===== config.mk =====
export PLATFORM = sky130hd
export DESIGN_NAME = ctbk_ctrl
export DESIGN_NICKNAME = d
export VERILOG_FILES = /design/src/ctbk_pkg.sv /design/src/ctbk_ctrl.sv
export SDC_FILE = /design/constraint.sdc
export NUM_CORES = 1
export LEC_CHECK = 0
export CORE_AREA = 2 2 39 41
export DETAILED_ROUTE_END_ITERATION = 12
export DIE_AREA = 0 0 41 43
export DONT_BUFFER_PORTS = 1
export GPL_TIMING_DRIVEN = 1
export PLACE_DENSITY = 0.43
export RECOVER_POWER = 100
export SLEW_MARGIN = 20
export SYNTH_ARGS = -nofsm -noshare
export SYNTH_HDL_FRONTEND = slang
export SYNTH_SLANG_ARGS = --single-unit

===== constraint.sdc =====
create_clock -name clk -period 1.5 [get_ports clk]
set_input_delay 0.15 -clock clk [delete_from_list [all_inputs] [get_ports clk]]
set_output_delay 0.15 -clock clk [all_outputs]
set_load 0.05 [all_outputs]

===== src/ctbk_pkg.sv =====
// shared types and constants for the countdown timer bank
// command codes, controller states, controller/datapath command and status structs
package ctbk_pkg;

	localparam int NUM_TIMERS_DEF      = 256;
	localparam int RESERVED_TIMERS_DEF = 12;

	localparam int CMD_W     = 3;
	localparam int INDEX_W   = 8;
	localparam int VALUE_W   = 32;
	localparam int ELAPSED_W = 16;

	typedef enum logic [CMD_W-1:0] {
		CMD_NEW   = 3'd0,
		CMD_GET   = 3'd1,
		CMD_ADD   = 3'd2,
		CMD_CLEAR = 3'd3,
		CMD_STOP  = 3'd4,
		CMD_START = 3'd5,
		CMD_TICK  = 3'd6
	} cmd_e_t;

	typedef enum logic [2:0] {
		ST_CLEAR,
		ST_IDLE,
		ST_DECODE,
		ST_WAIT,
		ST_SCAN,
		ST_DRAIN,
		ST_FINISH
	} state_t;

	// controller to datapath
	typedef struct packed {
		logic capture;   // take the input beat
		logic clr_wr;    // clearing pass write at the pointer
		logic ptr_inc;
		logic rd_ptr;    // read entry at the pointer
		logic rd_idx;    // read entry addressed by the command
		logic proc;      // act on the entry read last cycle
		logic set_flag;  // apply stop or start
		logic out_load;  // move result into the output register
	} ctl_cmd_t;

	// datapath to controller
	typedef struct packed {
		cmd_e_t cmd;
		logic   idx_ok;
		logic   tick_skip;
		logic   ptr_last;
		logic   s1_vld;
		logic   hit;     // free entry found during an allocation scan
	} dp_stat_t;

endpackage


===== src/ctbk_ctrl.sv =====
// controller of the countdown timer bank: sequencing state machine and output valid
// depends on ctbk_pkg; commands ctbk_dp
module ctbk_ctrl (
	input  logic               clk,
	input  logic               arst_n,
	input  logic               in_valid,
	output logic               in_stall,
	output logic               out_valid,
	input  logic               out_stall,
	input  ctbk_pkg::dp_stat_t st,
	output ctbk_pkg::ctl_cmd_t ctl
);
	import ctbk_pkg::*;

	state_t state_q, state_nxt;
	logic   out_valid_q;
	logic   accept;

	assign in_stall  = (state_q != ST_IDLE);
	assign accept    = in_valid && !in_stall;
	assign out_valid = out_valid_q;

	always_ff @(posedge clk or negedge arst_n) begin
		if (!arst_n) begin
			state_q     <= ST_CLEAR;
			out_valid_q <= 1'b0;
		end else begin
			state_q <= state_nxt;
			if (ctl.out_load)
				out_valid_q <= 1'b1;
			else if (!out_stall)
				out_valid_q <= 1'b0;
		end
	end

	always_comb begin
		state_nxt = state_q;
		ctl       = '0;
		case (state_q)
			ST_CLEAR: begin
				ctl.clr_wr  = 1'b1;
				ctl.ptr_inc = !st.ptr_last;
				if (st.ptr_last)
					state_nxt = ST_IDLE;
			end
			ST_IDLE: begin
				if (accept) begin
					ctl.capture = 1'b1;
					state_nxt   = ST_DECODE;
				end
			end
			ST_DECODE: begin
				case (st.cmd)
					CMD_NEW: state_nxt = ST_SCAN;
					CMD_GET, CMD_ADD, CMD_CLEAR: begin
						if (st.idx_ok) begin
							ctl.rd_idx = 1'b1;
							state_nxt  = ST_WAIT;
						end else begin
							state_nxt = ST_FINISH;
						end
					end
					CMD_TICK: state_nxt = st.tick_skip ? ST_FINISH : ST_SCAN;
					CMD_STOP, CMD_START: begin
						ctl.set_flag = 1'b1;
						state_nxt    = ST_FINISH;
					end
					default: state_nxt = ST_FINISH;
				endcase
			end
			ST_WAIT: begin
				ctl.proc  = 1'b1;
				state_nxt = ST_FINISH;
			end
			ST_SCAN: begin
				// read entry i+1 while entry i is updated
				ctl.rd_ptr  = 1'b1;
				ctl.ptr_inc = !st.ptr_last;
				ctl.proc    = st.s1_vld;
				if (st.hit)
					state_nxt = ST_FINISH;
				else if (st.ptr_last)
					state_nxt = ST_DRAIN;
			end
			ST_DRAIN: begin
				ctl.proc  = st.s1_vld;
				state_nxt = ST_FINISH;
			end
			ST_FINISH: begin
				if (!out_valid_q || !out_stall) begin
					ctl.out_load = 1'b1;
					state_nxt    = ST_IDLE;
				end
			end
			default: state_nxt = ST_IDLE;
		endcase
	end

	a_accept_decode: assert property (@(posedge clk) disable iff (!arst_n)
		accept |=> state_q == ST_DECODE)
		else $error("accepted beat not decoded");

	a_out_slot_free: assert property (@(posedge clk) disable iff (!arst_n)
		ctl.out_load |-> (!out_valid_q || !out_stall))
		else $error("result overwrote a waiting beat");

	a_hit_ends_scan: assert property (@(posedge clk) disable iff (!arst_n)
		(st.hit && (state_q == ST_SCAN || state_q == ST_DRAIN)) |=> state_q == ST_FINISH)
		else $error("allocation scan ran past a free timer");

	a_s1_from_read: assert property (@(posedge clk) disable iff (!arst_n)
		st.s1_vld |-> ($past(state_q) == ST_DECODE || $past(state_q) == ST_SCAN))
		else $error("read stage valid without a read");

endmodule


==> results.json <==
{
  "critical_path_arrival_ns": 1.48,
  "antenna_found_initial": 0,
  "cellLeakagePower_nw": 0.214,
  "period_minus_slack_ns": 1.63,
  "ys_seq_area_share_pct": 29.1,
  "r2r_end": "state_q[0]",
  "grt_max_degree": 11,
  "io_buffers": 0,
  "worst_hold_path_type": "input pin to flip-flop",
  "avgRoutedWirePerCell_um": 14.0,
  "crit_path_max_fanout": 3,
  "powerDensity_nw_per_um2": 2580,
  "crit_required_ns": 1.35,
  "remaining_drc_errors": 0,
  "fmax_mhz": 613,
  "slowest_delay_ns": 0.51,
  "netlist_instances": 40,
  "mostFrequentLayoutCells": "7 x buf_4, 5 x clkbuf_4, 4 x nand2_1, 4 x dfrtp_1, 3 x nand3b_1",
  "syn-num-nets": 52,
  "first_pass_iters": 4,
  "cts.reportedPaths.clkPinSlew_ns": 0.03,
  "tightestPinTransition_ns": 0.670,
  "syn_to_final_growth_pct": 45.8,
  "post_cts_buffers": 0,
  "criticalPathCategory": "flip-flop to primary output",
  "final_layout_size_suffix_gt1_share_pct": 47.2,
  "cts.htree.levels": 1,
  "finalWirelength_um": 969,
  "utilization_pct": 36.3,
  "fin_ws_ns": -0.130,
  "crit_buf_inv": 1,
  "end_kind": "primary output",
  "violations": "setup timing",
  "synth_cell_types": 23,
  "crit_chain": "nand2b_4 > or4_4 > clkinvlp_4",
  "antenna_cells": 0,
  "slowest_stage": "or4_4",
  "clk_path_buf_depth": 2,
  "initial_core_util_pct": 24.9,
  "netlist_area_sq_um": 344,
  "r2r_slack_ns": 0.12,
  "gp_congestion": 0.784,
  "worstHoldEndpoint": "out_valid",
  "vdd_ir_drop_max_v": 0.000859,
  "grt_pass1_wl_um": 1490,
  "status": "finished, violations left",
  "fin_nets": 67,
  "async_reset_ff_share_pct": 100,
  "setup_viol": 2,
  "skew_ns": 0.000264,
  "rsz0062_at_grt": "yes",
  "track_usage_pct": 13.1,
  "synth-edff-count": 0,
  "period_share_pct": 109,
  "core_sq_um": 1380,
  "synth-seq-cells": 4,
  "rr_startpoint": "state_q[0]",
  "final_antenna_net_count": 0,
  "final_area_sq_um": 502,
  "hold_path_startpoint": "out_stall",
  "placed_area_sq_um": 463,
  "vias": 353,
  "numCtsBuffers": 3,
  "viasPerCell": 5.12,
  "grt_pass1_vias": 362,
  "whs_path_depth": 2,
  "io_pins": 22,
  "crit_family": "simple AND/OR/NAND/NOR gates",
  "layout_commonest_cell": "buf_4",
  "synthFlopType": "dfrtp_1",
  "clock-sinks": 4,
  "die_w_um": 41,
  "dpl.hpwl_um": 811,
  "cts_tree": "done",
  "relSlewSlack_pct": 55.4,
  "cts-root-buf": "clkbuf_4",
  "rows": 14,
  "max_cap_violations": 0,
  "insertion_delay_ns": 0.24,
  "drt-initial-drc-count": 5,
  "start_kind": "flip-flop",
  "reg2regPathDepth": 3,
  "grt-ovfl-total": 0,
  "postSynthAreaPerCell_sq_um": 8.60,
  "finalHoldViolCount": 0,
  "fp.dieH_um": 43,
  "drv_slew": 0,
  "yosysWarnings": 0,
  "die_area_sq_um": 1760
}
-- worst reg2reg max path, cell delays in order (launching register included) --
cell and delay (ns):
dfrtp_1 0.36, nand2b_4 0.15, or4_4 0.51, a221oi_2 0.26
-- registers in the layout (all words and copies together), names as in the netlist --
register   count
out_valid      1
state_q        3
-- layout make-up --
| class | count | area [sq um] |
|---|---|---|
| fill | 154 | 882 |
| tap | 16 | 20.0 |
| sequential | 4 | 100 |
| inverter | 3 | 15.0 |
| timing repair buffer | 13 | 113 |
| clock buffer | 3 | 22.5 |
| multi-input combinational | 30 | 231 |
-- cells by family (layout without fill, tap and decap cells) --
| group | count (synthesis) | in the layout | share of synthesized area [%] |
|---|---|---|---|
| AOI/OAI and AO/OA | 10 | 10 | 22.2 |
| buffers and inverters | 6 | 19 | 12.0 |
| DFF | 4 | 4 | 29.1 |
| muxes | 1 | 1 | 2.91 |
| and+or+nand+nor | 19 | 19 | 33.8 |
-- power by group --
| part | switching, mW | internal [mW] |
|---|---|---|
| Clock | 0.0437 | 0.0894 |
| Sequential | 0.0347 | 0.165 |
| Combinational | 0.632 | 0.332 |
| Total | 0.711 | 0.586 |
-- through the flow --
step	hold WS (ns)	power [mW]	cells	worst slack [ns]	setup TNS (ns)
floorplan	-0.146	0.943	40	-0.285	-1.02
global placement	-0.145	1.14	65	0.126	0
detailed placement	-0.145	1.16	65	0.113	0
CTS	0.0729	1.31	69	-0.148	-0.148
global route	0.0808	1.38	69	-0.179	-0.349
finish	0.0867	1.30	69	-0.130	-0.178
-- synthesized netlist by cell type, types with 2 or more instances --
cell / instances / area (sq um)
buf_6: 2 / 22.5
o21ai_0: 2 / 10.0
nand3b_1: 3 / 22.5
a21oi_1: 2 / 10.0
nand2_1: 4 / 15.0
nor3_1: 3 / 15.0
dfrtp_1: 4 / 100
inv_1: 3 / 11.3
nor2_1: 3 / 11.3
-- what timing repair did --
action / 4_1_cts / 5_1_grt
hold buffers: 1 / 0
pin swaps: 1 / 1
resized for setup: 1 / 2
setup endpoints to repair: 3 / 5
endpoints found under the hold margin: 4 / 0
-- worst max path at each step --
| stage | startpoint | endpoint | slack (ns) | cells after the start |
|---|---|---|---|---|
| 6_report | state_q[0] | ctl[3] | -0.13 | 3 |
| 5_1_grt | state_q[0] | ctl[3] | -0.18 | 3 |
| 3_3_place_gp | state_q[0] | ctl[3] | 0.13 | 3 |
| 3_5_place_dp | state_q[0] | ctl[3] | 0.11 | 3 |
| 2_1_floorplan | state_q[1] | ctl[4] | -0.29 | 2 |
| 4_1_cts | state_q[0] | ctl[3] | -0.15 | 3 |
-- metal layers --
metal	routed length (um)	GRT usage, %	vias up
met1	384	15.6	162
met4	24	12.0	0
met2	483	18.8	18
met3	78	2.09	3
li1	-	-	170
met5	0	0	-
Power figures use the tool's default switching activity.
